### config.mk
export PLATFORM = sky130hd
export DESIGN_NAME = lou_cfg
export DESIGN_NICKNAME = d
export VERILOG_FILES = /design/src/lou_pkg.sv /design/src/lou_cfg.sv
export SDC_FILE = /design/constraint.sdc
export NUM_CORES = 2
export LEC_CHECK = 0
export CORE_MARGIN = 2
export CORE_UTILIZATION = 50
export CTS_CLUSTER_SIZE = 30
export DETAILED_ROUTE_END_ITERATION = 16
export DONT_BUFFER_PORTS = 1
export PLACE_DENSITY = 0.71
export SLEW_MARGIN = 40
export SYNTH_ARGS = -nofsm -noshare
export SYNTH_HDL_FRONTEND = slang
export SYNTH_SLANG_ARGS = --single-unit
### constraint.sdc
create_clock -name clk -period 7.7 [get_ports clk]
set_input_delay 0.77 -clock clk [delete_from_list [all_inputs] [get_ports clk]]
set_output_delay 0.77 -clock clk [all_outputs]
set_load 0.02 [all_outputs]
### src/lou_pkg.sv
// Shared types, constants and fixed-point helpers for the OVRVO axis update block.
package lou_pkg;

  localparam int DATA_W    = 32;
  localparam int FRAC_BITS = 16;
  localparam int COEF_W    = 32;
  localparam int COEF_FRAC = 24;
  localparam int MASS_W    = 32;
  localparam int CFG_IDX_W = 3;
  localparam int PROD_W    = DATA_W + COEF_W;
  localparam int NUM_W     = DATA_W + FRAC_BITS;
  localparam int RAD_W     = MASS_W + FRAC_BITS;
  localparam int ROOT_W    = RAD_W / 2;
  localparam int KDEN_W    = MASS_W + 1;

  localparam logic signed [DATA_W-1:0] DATA_MAX = {1'b0, {(DATA_W-1){1'b1}}};
  localparam logic signed [DATA_W-1:0] DATA_MIN = {1'b1, {(DATA_W-1){1'b0}}};

  typedef enum logic [CFG_IDX_W-1:0] {
    REG_TIME_STEP      = 3'd0,
    REG_FRICTION_SCALE = 3'd1,
    REG_VELOCITY_DECAY = 3'd2,
    REG_NOISE_SCALE    = 3'd3,
    REG_THERMOSTAT_X   = 3'd4,
    REG_THERMOSTAT_Y   = 3'd5,
    REG_THERMOSTAT_Z   = 3'd6
  } cfg_reg_t;

  localparam logic [1:0] AXIS_X = 2'd0;
  localparam logic [1:0] AXIS_Y = 2'd1;
  localparam logic [1:0] AXIS_Z = 2'd2;

  typedef struct packed {
    logic [COEF_W-1:0] time_step;
    logic [COEF_W-1:0] friction_scale;
    logic [COEF_W-1:0] velocity_decay;
    logic [COEF_W-1:0] noise_scale;
    logic              thermostat_x;
    logic              thermostat_y;
    logic              thermostat_z;
  } cfg_t;

  // Per-item fields that ride along the square root and kick divider pipelines.
  typedef struct packed {
    logic                     cmd;
    logic                     thermo;
    logic [COEF_W-1:0]        k;
    logic [MASS_W-1:0]        mass;
    logic signed [DATA_W-1:0] x;
    logic signed [DATA_W-1:0] v;
    logic signed [DATA_W-1:0] g;
    logic signed [DATA_W-1:0] t;
  } side_t;

  function automatic logic [DATA_W-1:0] mag_of(input logic signed [DATA_W-1:0] a);
    mag_of = a[DATA_W-1] ? (DATA_W'(0) - DATA_W'(a)) : DATA_W'(a);
  endfunction

  // Clamp a magnitude with a sign into the signed data range.
  function automatic logic signed [DATA_W-1:0] sat_mag(input logic [63:0] m, input logic neg);
    logic [DATA_W-1:0] low;
    low = m[DATA_W-1:0];
    if (neg) begin
      if (m >= 64'(DATA_MIN[DATA_W-1:0])) return DATA_MIN;
      return DATA_W'(0) - low;
    end
    if (m >= 64'(DATA_MAX[DATA_W-1:0])) return DATA_MAX;
    return low;
  endfunction

  function automatic logic signed [DATA_W-1:0] sat_add(input logic signed [DATA_W-1:0] a,
                                                      input logic signed [DATA_W-1:0] b);
    logic signed [DATA_W:0] s;
    s = {a[DATA_W-1], a} + {b[DATA_W-1], b};
    if (s[DATA_W] != s[DATA_W-1]) return s[DATA_W] ? DATA_MIN : DATA_MAX;
    return s[DATA_W-1:0];
  endfunction

  // Second half of a data-by-coefficient multiply: drop the coefficient fraction.
  function automatic logic signed [DATA_W-1:0] coef_scale(input logic [PROD_W-1:0] p,
                                                         input logic neg);
    return sat_mag(64'(p[PROD_W-1:COEF_FRAC]), neg);
  endfunction

endpackage

### src/lou_cfg.sv
// Configuration registers and the thermostatted step coefficient.
module lou_cfg
  import lou_pkg::*;
(
  input  logic                 clk,
  input  logic                 rst,
  input  logic                 cfg_write,
  input  logic [CFG_IDX_W-1:0] cfg_index,
  input  logic [COEF_W-1:0]    cfg_data,
  output cfg_t                 cfg,
  output logic [COEF_W-1:0]    k_therm
);

  logic [PROD_W-1:0] kp;

  always_ff @(posedge clk) begin
    if (rst) begin
      cfg.time_step      <= '0;
      cfg.friction_scale <= COEF_W'(1) << COEF_FRAC;
      cfg.velocity_decay <= COEF_W'(1) << COEF_FRAC;
      cfg.noise_scale    <= '0;
      cfg.thermostat_x   <= 1'b0;
      cfg.thermostat_y   <= 1'b0;
      cfg.thermostat_z   <= 1'b0;
    end else if (cfg_write) begin
      case (cfg_reg_t'(cfg_index))
        REG_TIME_STEP:      cfg.time_step      <= cfg_data;
        REG_FRICTION_SCALE: cfg.friction_scale <= cfg_data;
        REG_VELOCITY_DECAY: cfg.velocity_decay <= cfg_data;
        REG_NOISE_SCALE:    cfg.noise_scale    <= cfg_data;
        REG_THERMOSTAT_X:   cfg.thermostat_x   <= cfg_data[0];
        REG_THERMOSTAT_Y:   cfg.thermostat_y   <= cfg_data[0];
        REG_THERMOSTAT_Z:   cfg.thermostat_z   <= cfg_data[0];
        default: ;
      endcase
    end
  end

  assign kp = cfg.friction_scale * cfg.time_step;

  // Friction times step, saturated, registered behind the config registers.
  always_ff @(posedge clk) begin
    if (|kp[PROD_W-1:COEF_FRAC+COEF_W]) k_therm <= '1;
    else k_therm <= kp[COEF_FRAC+COEF_W-1:COEF_FRAC];
  end

endmodule

Yosys cells after proc, flatten, opt, wreduce, memory -nomap -nowiden
Index checks and enable logic that the tools add are counted.

$mul: 1. Eq/ne operators: 6. Reductions and logical operators: 9.

Operators with widths (count): $mul 32x32->64 (1); $reduce_and 2->1 (7); $eq 3x3->1 const B (3); $reduce_or 8->1 (1); $eq 3x2->1 const B (2); $eq 3x1->1 const B (1); $logic_not 3->1 (1).

Bits in registers: 163. Bits of input ports: 38. Output and inout port bits: 163. Logic and storage cells: 24.

Logic depth before layout (Yosys ltp)
Depth in word-level cells: 2. Mapped depth: 31.

Least setup slack after synthesis
No wires, ideal clock.

Path type: register to register. Start point: register cfg[92] (netlist bit). End point: register k_therm[31]. Data arrival time: 7.648 ns. Data required time: 7.582 ns. Path slack: -0.066 ns. Cell stages (with the launch flop): 29. Period minus slack after synthesis: 7.766 ns. Cell sequence: dfxtp_1 -> clkbuf_1 -> nand2_1 -> fa_1 -> inv_1 -> fa_1 -> inv_1 -> fa_1 -> inv_1 -> fa_1 -> fa_1 -> fa_1 -> fa_1 -> inv_1 -> fa_1 -> inv_1 -> ha_1 -> clkbuf_1 -> nand4_1 -> nor4_1 -> a32oi_1 -> a31oi_1 -> a21boi_1 -> o31ai_1 -> o211ai_1 -> a2111o_1 -> nor4_4 -> buf_4 -> o21ai_1.

Cells in the longest elaborated chain, start to end: 2.

RTL lines: from (decl) (RTL line lou_cfg.sv:10) `output cfg_t cfg,`; $mul 32x32->64 (*) (RTL line lou_cfg.sv:39) `assign kp = cfg.friction_scale * cfg.time_step;`; $reduce_or 8->1 (RTL line lou_cfg.sv:43) `if (|kp[PROD_W-1:COEF_FRAC+COEF_W]) k_therm <= '1;`; to (signal assigned) (RTL line lou_cfg.sv:44) `else k_therm <= kp[COEF_FRAC+COEF_W-1:COEF_FRAC];`; to (decl) (RTL line lou_cfg.sv:11) `output logic [COEF_W-1:0] k_therm`.

Every way passes the cells marked *; elsewhere a longest branch is shown, timed or not. A chain may end at the register's enable or synchronous reset.

Worst setup path after layout
Start point: register cfg[83] (netlist bit). End point: register k_therm[29].

The elaborated chain is that of the path after synthesis.

==> metrics.md <==
| Metric | Value |
|---|---|
| Status | `finished, violations left` |
| Violated checks | `setup timing` |
| Initial antenna violation count | `1` |
| Period utilization | `102%` |
| Layout cell share with drive strength beyond 1 | `13.1%` |
| Nets | `5,798` |
| Crit path DAT | `slightly above 8 ns` |
| Ant diodes | `0` |
| Setup ws final | `-0.189 ns` |
| Pwr Total | `between 2000 and 2500 uW` |
| Leak | `0.0218 uW` |
| Main synth FF type | `dfxtp_1` |
| Final setup fails | `32` |
| Worst-path maximum fanout | `10` |
| CTS Sinks | `163` |
| Critical path launch point type | `flop` |
| Relative max-transition margin | `a little over half` |
| Ys Warns | `0` |
| Count of non-filler cells in the finished layout | `5,648` |
| Mean post-synth cell area | `8.79 um^2` |
| Layout filler cell count | `6,519` |
| Port Buffer Count | `0` |
| Final HPWL DP | `between 80,000 and 90,000 um` |
| Post-synthesis instance total | `4,400` |
| Final Max Tran Viols | `0` |
| Worst EP required | `8.08 ns` |
| Least-Margin Pin Slew | `0.697 ns` |
| Starting DRT DRC Count | `approximately 2,300` |
| Area of the multi-input gates | `31,500 um^2` |
| Chip Height | `282 um` |
| HP Class | `in2reg` |
| Core footprint | `76,200 um^2` |
| CP dominant cell by count | `fa_1` |
| # IOs | `approximately 200` |
| Most frequent cell after synthesis | `inv_1` |
| Final count of hold timing violations | `0` |
| Post-synth EDFFs | `0` |
| Post-synthesis sequential area ratio | `8.44%` |
| Mapped Area | `38,700 um^2` |
| Cell variety after synth | `62` |
| Die ar. | `just under 80,000 um^2` |
| CTS Buffer Depth | `2` |
| Most frequent cells after synthesis | `inv_1 (909), fa_1 (895), nand2_1 (776)` |
| Placed cells | `between 5,000 and 6,000` |
| Chip width | `282 um` |
| CTS tree | `built` |
| Unrepaired setup endpoints after global routing | `true` |
| Period minus WS final | `7.89 ns` |
| Root buffer cell | `clkbuf_16` |
| Drt total wl | `108,000 um` |
| CP Capture Type | `flop` |
| Clk slew on worst S/H paths | `between 0.1 and 0.15 ns` |
| Final RePlAce weighted congestion | `0.936` |
| Vias in the first global route | `32,054` |
| Gr ovfl total | `0` |
| VDD IR max | `between 100 and 150 uV` |
| Clock Skew | `0.0391 ns` |
| Clk Latency, worst-skew pair | `0.49 ns` |
| Top cells by area, synth | `fa_1 (46%), and2_1 (9.9%), inv_1 (8.8%)` |
| Register area | `3320 um^2` |
| Pwr dens | `50.8 nW/um^2` |
| Slowest cell on the critical path | `fa_2` |
| Bufs and invs on worst path | `10` |
| Yosys reg bits | `between 150 and 200` |
| Yosys top cell area share | `46.3%` |
| H-tree levels | `4` |
| Drt wl/cell | `19.1 um` |
| Pre-antenna DRT Iters | `5` |
| Post-CTS Hold Buffers | `0` |
| # rows | `between 100 and 150` |
| First-pass GRT wire length | `174,000 um` |
| Total clock buffers created by CTS | `17` |
| Post-Syn Nets | `5,593` |
| Top delay family on crit path | `adder cells` |
| Setup TNS Final | `-4.94 ns` |
| Area delta synth->final | `14.7%` |
| Max-Cap Viols | `0` |
| Initial Utilization | `around half` |
| Critical Path Max Stage Delay | `~0.59 ns` |
| Largest net degree at the start of global routing | `132` |
| Asr flop ratio synth | `0%` |
| Drt via density | `5.31` |
| Max Freq | `between 0.1 and 0.15 GHz` |
| Drt drc | `0` |
| ANT nets after route | `0` |
| Area leader, netlist | `fa_1` |
| CP Class | `reg2reg` |
| Via count | `30,013` |
| GRT Util Overall | `28.1%` |
## what timing repair did
action                     4_1_cts  5_1_grt
setup buffers                   13        6
cloned                           5        0
gates resized for setup        104       52
setup endpoints to repair       32       32
pin swaps                        7       21
## metal layers
metal / vias to the layer above / global-route usage, % / wire (um)
met5: - / 0 / 0
met4: 0 / 9.27 / 3760
met3: 233 / 3.80 / 6430
met2: 1054 / 48.7 / 55200
met1: 15420 / 36.4 / 42600
li1: 13306 / - / -
## sequential cells by signal, summed over array words and instances, names as in the netlist
name,flops
k_therm,32
cfg,131
## cell usage in the layout (no fill, tap or decap), types with 11 or more instances in the layout
cell type,n
inv_1,902
fa_1,885
nand2_1,773
and2_1,605
buf_4,377
ha_1,241
a21oi_1,193
dfxtp_1,134
buf_12,49
nor2_1,48
nand4_1,28
o21ai_0,28
xnor2_1,24
dfxtp_2,20
ha_4,17
clkbuf_16,17
nand3_1,16
buf_6,16
xor2_1,15
o21ai_1,14
a21oi_2,12
a21o_1,12
o21bai_1,11
## cells by family after synthesis
logic type / Yosys count / share of synthesized area, %
buffers and inverters: 1174 / 11.4
AND/OR/NAND/NOR: 1535 / 19.5
XOR/XNOR: 39 / 0.883
multiplexers: 3 / 0.0777
adder cells (fa/ha/maj): 1155 / 54.8
AO/OA/AOI/OAI: 331 / 4.91
flip-flops: 163 / 8.44
## final timing paths
| check | from | to | slack, ns | depth (start not counted) |
|---|---|---|---|---|
| max | cfg[83] | k_therm[29] | -0.19 | 29 |
| min | rst | cfg[35] | 0.37 | 1 |
| max reg2reg | cfg[83] | k_therm[29] | -0.19 | 29 |
| min reg2reg | cfg[99] | cfg[99] | 0.46 | 2 |
## worst register-to-register path: cells and delay by family, from the launching register on
kind                       cells  cell delay (ns)
AOI/OAI and AO/OA              5             1.16
and+or+nand+nor                5             0.58
buffers and inverters         10             1.54
adders and majority gates      9             4.20
DFF                            1             0.35
## layout make-up
cell class | instances | share of cell area (%)
Inverter | 910 | 7.70
Multi-Input combinational cell | 3063 | 71.0
Tap cell | 1030 | 2.90
Timing Repair Buffer | 450 | 9.47
Sequential cell | 163 | 7.49
Clock inverter | 15 | 0.516
Clock buffer | 17 | 0.959
## where the power goes
part           total, uW  switching, uW  internal (uW)
logic                351            211            141
registers            920           52.3            867
clock network        982            519            463
## through the flow
stage,worst slack [ns],util (%),cell area (um^2),hold slack [ns]
floorplan,0.000218,-,38700,0.535
global placement,-0.333,56.1,42800,0.437
detailed placement,-0.412,56.1,42800,0.443
CTS,-0.122,57.9,44100,0.315
global route,-0.417,58.2,44400,0.353
finish,-0.189,58.2,44400,0.366
(Power assumes the default switching activity.)
