<file path="src/lou_pkg.sv">
// Shared types, constants and fixed-point helpers for the OVRVO axis update block.
package lou_pkg;

  localparam int DATA_W    = 32;
  localparam int FRAC_BITS = 16;
  localparam int COEF_W    = 32;
  localparam int COEF_FRAC = 24;
  localparam int MASS_W    = 32;
  localparam int CFG_IDX_W = 3;
  localparam int PROD_W    = DATA_W + COEF_W;
  localparam int NUM_W     = DATA_W + FRAC_BITS;
  localparam int RAD_W     = MASS_W + FRAC_BITS;
  localparam int ROOT_W    = RAD_W / 2;
  localparam int KDEN_W    = MASS_W + 1;

  localparam logic signed [DATA_W-1:0] DATA_MAX = {1'b0, {(DATA_W-1){1'b1}}};
  localparam logic signed [DATA_W-1:0] DATA_MIN = {1'b1, {(DATA_W-1){1'b0}}};

  typedef enum logic [CFG_IDX_W-1:0] {
    REG_TIME_STEP      = 3'd0,
    REG_FRICTION_SCALE = 3'd1,
    REG_VELOCITY_DECAY = 3'd2,
    REG_NOISE_SCALE    = 3'd3,
    REG_THERMOSTAT_X   = 3'd4,
    REG_THERMOSTAT_Y   = 3'd5,
    REG_THERMOSTAT_Z   = 3'd6
  } cfg_reg_t;

  localparam logic [1:0] AXIS_X = 2'd0;
  localparam logic [1:0] AXIS_Y = 2'd1;
  localparam logic [1:0] AXIS_Z = 2'd2;

  typedef struct packed {
    logic [COEF_W-1:0] time_step;
    logic [COEF_W-1:0] friction_scale;
    logic [COEF_W-1:0] velocity_decay;
    logic [COEF_W-1:0] noise_scale;
    logic              thermostat_x;
    logic              thermostat_y;
    logic              thermostat_z;
  } cfg_t;

  // Per-item fields that ride along the square root and kick divider pipelines.
  typedef struct packed {
    logic                     cmd;
    logic                     thermo;
    logic [COEF_W-1:0]        k;
    logic [MASS_W-1:0]        mass;
    logic signed [DATA_W-1:0] x;
    logic signed [DATA_W-1:0] v;
    logic signed [DATA_W-1:0] g;
    logic signed [DATA_W-1:0] t;
  } side_t;

  function automatic logic [DATA_W-1:0] mag_of(input logic signed [DATA_W-1:0] a);
    mag_of = a[DATA_W-1] ? (DATA_W'(0) - DATA_W'(a)) : DATA_W'(a);
  endfunction

  // Clamp a magnitude with a sign into the signed data range.
  function automatic logic signed [DATA_W-1:0] sat_mag(input logic [63:0] m, input logic neg);
    logic [DATA_W-1:0] low;
    low = m[DATA_W-1:0];
    if (neg) begin
      if (m >= 64'(DATA_MIN[DATA_W-1:0])) return DATA_MIN;
      return DATA_W'(0) - low;
    end
    if (m >= 64'(DATA_MAX[DATA_W-1:0])) return DATA_MAX;
    return low;
  endfunction

  function automatic logic signed [DATA_W-1:0] sat_add(input logic signed [DATA_W-1:0] a,
                                                      input logic signed [DATA_W-1:0] b);
    logic signed [DATA_W:0] s;
    s = {a[DATA_W-1], a} + {b[DATA_W-1], b};
    if (s[DATA_W] != s[DATA_W-1]) return s[DATA_W] ? DATA_MIN : DATA_MAX;
    return s[DATA_W-1:0];
  endfunction

  // Second half of a data-by-coefficient multiply: drop the coefficient fraction.
  function automatic logic signed [DATA_W-1:0] coef_scale(input logic [PROD_W-1:0] p,
                                                         input logic neg);
    return sat_mag(64'(p[PROD_W-1:COEF_FRAC]), neg);
  endfunction

endpackage

</file>
<file path="src/lou_sqrt_pipe.sv">
// Pipelined integer square root, one result bit per stage.
module lou_sqrt_pipe
  import lou_pkg::*;
#(
  parameter int IN_W   = 48,
  parameter int SIDE_W = 1
) (
  input  logic                clk,
  input  logic                rst,
  input  logic                en,
  input  logic                in_valid,
  input  logic [IN_W-1:0]     radicand,
  input  logic [SIDE_W-1:0]   in_side,
  output logic                out_valid,
  output logic [IN_W/2-1:0]   root,
  output logic [SIDE_W-1:0]   out_side
);

  localparam int OUT_W = IN_W / 2;
  localparam int RW    = OUT_W + 2;

  logic [OUT_W-1:0]  vld;
  logic [RW-1:0]     rem_q  [OUT_W];
  logic [OUT_W-1:0]  root_q [OUT_W];
  logic [IN_W-1:0]   rad_q  [OUT_W];
  logic [SIDE_W-1:0] side_q [OUT_W];

  for (genvar i = 0; i < OUT_W; i++) begin : g_stage
    logic              p_valid;
    logic [RW-1:0]     p_rem;
    logic [OUT_W-1:0]  p_root;
    logic [IN_W-1:0]   p_rad;
    logic [SIDE_W-1:0] p_side;
    logic [RW-1:0]     trial_rem;
    logic [RW-1:0]     trial;
    logic              ge;

    if (i == 0) begin : g_first
      assign p_valid = in_valid;
      assign p_rem   = '0;
      assign p_root  = '0;
      assign p_rad   = radicand;
      assign p_side  = in_side;
    end else begin : g_next
      assign p_valid = vld[i-1];
      assign p_rem   = rem_q[i-1];
      assign p_root  = root_q[i-1];
      assign p_rad   = rad_q[i-1];
      assign p_side  = side_q[i-1];
    end

    assign trial_rem = {p_rem[RW-3:0], p_rad[IN_W-1:IN_W-2]};
    assign trial     = {p_root, 2'b01};
    assign ge        = trial_rem >= trial;

    always_ff @(posedge clk) begin
      if (rst) vld[i] <= 1'b0;
      else if (en) vld[i] <= p_valid;
    end

    always_ff @(posedge clk) begin
      if (en) begin
        rem_q[i]  <= ge ? (trial_rem - trial) : trial_rem;
        root_q[i] <= {p_root[OUT_W-2:0], ge};
        rad_q[i]  <= {p_rad[IN_W-3:0], 2'b00};
        side_q[i] <= p_side;
      end
    end
  end

  assign out_valid = vld[OUT_W-1];
  assign root      = root_q[OUT_W-1];
  assign out_side  = side_q[OUT_W-1];

endmodule

</file>
<file path="config.mk">
export PLATFORM = sky130hd
export DESIGN_NAME = lou_sqrt_pipe
export DESIGN_NICKNAME = d
export VERILOG_FILES = /design/src/lou_pkg.sv /design/src/lou_sqrt_pipe.sv
export SDC_FILE = /design/constraint.sdc
export NUM_CORES = 2
export LEC_CHECK = 0
export ABC_AREA = 1
export BUFFER_PORTS_ARGS = -buffer_cell sky130_fd_sc_hd__buf_2
export CORE_MARGIN = 5
export CORE_UTILIZATION = 40
export DETAILED_ROUTE_END_ITERATION = 6
export PLACE_DENSITY = 0.63
export SYNTH_ARGS = -nofsm -noshare
export SYNTH_HDL_FRONTEND = slang
export SYNTH_SLANG_ARGS = --single-unit
</file>
<file path="constraint.sdc">
create_clock -name clk -period 2.7 [get_ports clk]
set_clock_uncertainty 0.1 [all_clocks]
set_input_delay 0.27 -clock clk [delete_from_list [all_inputs] [get_ports clk]]
set_output_delay 0.27 -clock clk [all_outputs]
set_load 0.02 [all_outputs]
</file>
# Yosys cells after proc, flatten, opt, wreduce, memory -nomap -nowiden

Memory sizes are Yosys's and may differ from the RTL's.
Index checks and enable logic that the tools add are counted.

Logic and storage cells: 102
Output and inout bits: 26
Bits in writable memories: 2328
Register bits after elaboration: 24
Memories: 4
Input bits: 53

Memory list:

| name   | words | width | read ports | clocked after Yosys merged registers in | wr ports | RTL line            | RTL |
|---|---|---|---|---|---|---|---|
| rad_q  | 24    | 46    | 23         | 0                                       | 24       | lou_sqrt_pipe.sv:25 | `logic [IN_W-1:0] rad_q [OUT_W];` |
| rem_q  | 24    | 26    | 23         | 0                                       | 24       | lou_sqrt_pipe.sv:23 | `logic [RW-1:0] rem_q [OUT_W];` |
| root_q | 24    | 24    | 24         | 0                                       | 24       | lou_sqrt_pipe.sv:24 | `logic [OUT_W-1:0] root_q [OUT_W];` |
| side_q | 24    | 1     | 24         | 0                                       | 24       | lou_sqrt_pipe.sv:26 | `logic [SIDE_W-1:0] side_q [OUT_W];` |

Order comparisons: 24
Add/sub/neg operators: 24
Mux-type cells: 26

Operator list:

| cell                                                                                | number |
|---|---|
| 26-bit two-way mux                                                                  | 24 |
| 26-bit greater-or-equal comparator                                                  | 23 |
| 26-bit subtractor                                                                   | 23 |
| 2-bit by 1-bit subtractor with 3-bit output, second input constant                  | 1 |
| 2-bit by 1-bit greater-or-equal comparator with 1-bit output, second input constant | 1 |
| 1-bit two-way mux                                                                   | 2 |

# Depth between registers and ports, before layout

An unclocked memory read counts as a cell.

Depth after elaboration: 3
Gate-level depth with buffers: 15
Depth with buffers taken out: 15

# Worst setup path before layout

OpenSTA, ideal clock, no wires.

Path kind: register to register
Start: memory rem_q[1][1] (netlist name)
End: memory rem_q[1][30] (netlist name), data pin
Cell stages (with the launch flop): 12
Required time: 2.347 ns
Slack: 0.578 ns
Setup time: 0.253 ns
Period minus slack after synthesis: 2.122 ns
Path buffers: 2
Arrival time: 1.768 ns
Cell sequence: edfxtp_1 ha_1 a21oi_1 nand2_1 nand2_2 nand2_4 nor2_2 nand2_2 nor2_2 buf_6 buf_6 o21ai_2

RTL lines:

| element         | RTL line |
|---|---|
| start, declared | lou_sqrt_pipe.sv:23 |

==> results.cfg <==
[die]
core-area_mm2 = 0.1896
die-area_mm2 = 0.1987
fp.dieW_um = 445.8
start_util = 0.4007
ioPinCount = 79
rows = 160
die_h_um = 445.8

[cells_and_area]
drive_gt1_frac = 0.06857
syn2layout_area_growth_pct = 14.15
final_util = 0.4574
diodes = 0
fill_cells = 18010
nNetsFinal = 9320
finalNonFillerCells = 11580
final_area_mm2 = 0.08672

[yosys]
netlist_top_cells_area = edfxtp_1, nand2_1, inv_1
synthTopCellsByCount = nand2_1, inv_1, edfxtp_1, nor2_1, nand3_1
netlist_area_mm2 = 0.07597
ys_types = 55
synth_flop_cell = edfxtp_1
ys_seq_area_frac = 0.5589
synth_top_area_frac = 0.5526
synth-edff-count = 1398
yosysWarnings = 0
yosysMostFrequentCell = nand2_1
synth_nets = 8902
synth_seq_cells = 1422
async_reset_ff_frac = 0
synthCells = 8524
yosys.area.top_type = edfxtp_1
syn_area_per_cell_um2 = 8.912

[critical_path]
crit_top_cell = nand2_1
reg2reg_depth = 12
r2r_slack_ps = 9
critPathKind = reg -> reg
cp.arrival_ps = 3120
crit_chain = ha_1, nand2_1, inv_1, nand2_1, nand2_1, nand2_1, nand2_1, nor2_2, nand3_2, buf_12, nand3_1, nand2_1
worstPathRequired_ps = 3130
r2r_start = rem_q[10][19]
critPathCapture = rem_q[10][44]
startpoint = rem_q[10][19]
cp_slowest_cell = edfxtp_1
cpPeakStageDelay_ps = 420
crit_path_end_kind = flop
worstSetupStartpointType = flop
r2r_end = rem_q[10][44]
critPathMaxFanout = 15

[timing]
timing.final.crit_share = 0.9967
final_hold_viol_count = 0
grt_setup_unrepaired = no
finalSetupViolCount = 0
slew_violations = 0
fmax_mhz = 371.6
period_needed_ps = 2691
hold_ws_ps = 77.20
tightest_slew_ps = 690.8
setup_tns_ps = 0
fin_ws_ps = 8.969
max_slew_margin = 0.5395

[global_route]
grt_pass1_wl_um = 291500
grt_max_degree = 91
grt.overflow.total = 0
grt_pass1_vias = 53920
track_usage = 0.1832
antenna_found_initial = 0

[route]
drt_iter0_drc = 4140
post_drt_wl_per_cell_um = 15.95
dr.pass1.iters = 6
finalWirelength_um = 184800
drc = 0
num_vias = 56280
drtAntennaViolNets = 0
viasPerCell = 4.859

[status]
status = complete, no violations

[clocking]
clockBufferDepth = 3
path_clk_slew_ps = 60
cts_buffers = 156
h-tree-depth = 4
cts_root_buffer = clkbuf_16
cts_tree = yes
cts.sinks = 1422
worstSkewPairLatency_ps = 810

[power]
p_per_area_mw_per_mm2 = 731.0
ir_drop_mv = 0.6602
leakage_nw = 39.40
power.total_mw = 63.40

[hold_path]
hp-class = in -> reg

[placement]
hpwl_um = 142200
dp_cells = 11220
dp_slack_ps = 8.517
io_buffers = 78
globalplace.congestion = 0.9292
place_area_mm2 = 0.08076

[run]
maxCapViolations = 0
flip-flops by register name (all words and copies together), names as in the netlist:
| register | cells |
|---|---|
| g_stage.p_valid | 23 |
| out_valid | 1 |
| rad_q | 552 |
| rem_q | 522 |
| root_q | 300 |
| side_q | 24 |
layout by cell type (no fill, tap or decap), drive strengths merged:
cell and n:
nand2 2933, nand3b 86, or2 25, o2111ai 1
edfxtp 1398, a31oi 2, nor3 51, nor3b 5
o211ai 3, o21ai 176, bufinv 12, conb 1
a21oi 323, buf 269, nor2 728, clkinv 71
xor2 138, o21bai 8, nand4 162, ha 325
and2 12, clkinvlp 9, nor4 13, and3b 1
o21a 2, inv 1469, nor2b 1, dlygate4sd3 74
nand3 480, a211oi 1, a21boi 5, and3 5
dfxtp 24, clkbuf 184, xnor2 72, a21o 2
where the power goes:
part	total (mW)	internal, mW	switching [mW]
sequential	28.7	27.2	1.56
clock	21.3	12.1	9.17
combinational	13.4	4.65	8.74
cell type report:
| class | instances | area [um2] | area share |
|---|---|---|---|
| sequential | 1422 | 42460 | 0.4896 |
| multi-input combinational | 5561 | 27430 | 0.3164 |
| tap | 2511 | 3142 | 0.03623 |
| inverter | 1458 | 5478 | 0.06317 |
| timing repair buffer | 343 | 3030 | 0.03495 |
| clock buffer | 184 | 4061 | 0.04683 |
| clock inverter | 103 | 1114 | 0.01284 |
worst min-delay path by stage:
stage	startpoint	depth (start not counted)	slack, ps	end
after global placement	rad_q[1][12]	0	300	rad_q[1][60]
after CTS	radicand[42]	2	1	rad_q[0][42]
after floorplan	rst	1	240	g_stage[18].p_valid
final	radicand[15]	2	80	rad_q[0][15]
after detailed placement	rad_q[0][52]	0	300	rad_q[0][100]
after global routing	radicand[15]	2	30	rad_q[0][15]
worst max-delay path: cells and delay by family (launching register included):
family / cells / cell delay [ps]
flops: 1 / 420
fa+ha+maj: 1 / 350
buf+inv: 2 / 230
simple gates: 9 / 1290
routing by layer:
| metal | global-route usage | part of all wire | wire length [um] |
|---|---|---|---|
| met1 | 0.2472 | 0.45 | 83390 |
| met2 | 0.3080 | 0.48 | 87840 |
| met3 | 0.02593 | 0.047 | 8748 |
| met4 | 0.05376 | 0.026 | 4807 |
| met5 | 0 | 0 | 0 |
cell families (layout without fill, tap and decap cells):
kind of cell / count (synthesis) / after routing / share of synthesized area
AND/OR/NAND/NOR: 4501 / 4502 / 0.2467
buffers and inverters: 1542 / 2088 / 0.08034
flip-flops: 1422 / 1422 / 0.5589
AO/OA/AOI/OAI: 523 / 523 / 0.03622
adder cells (fa/ha/maj): 325 / 325 / 0.05353
XOR/XNOR: 210 / 210 / 0.02421
other: 1 / 1 / 0.00004936
repair_timing:
| item | in CTS | in global routing |
|---|---|---|
| buffers inserted | 0 | 1 |
| hold buffers | 74 | 0 |
| hold endpoints to repair | 116 | 0 |
| gates resized for setup | 0 | 11 |
| endpoints found under the setup margin | 0 | 39 |
No activity file was read; power rests on OpenSTA's default activity.
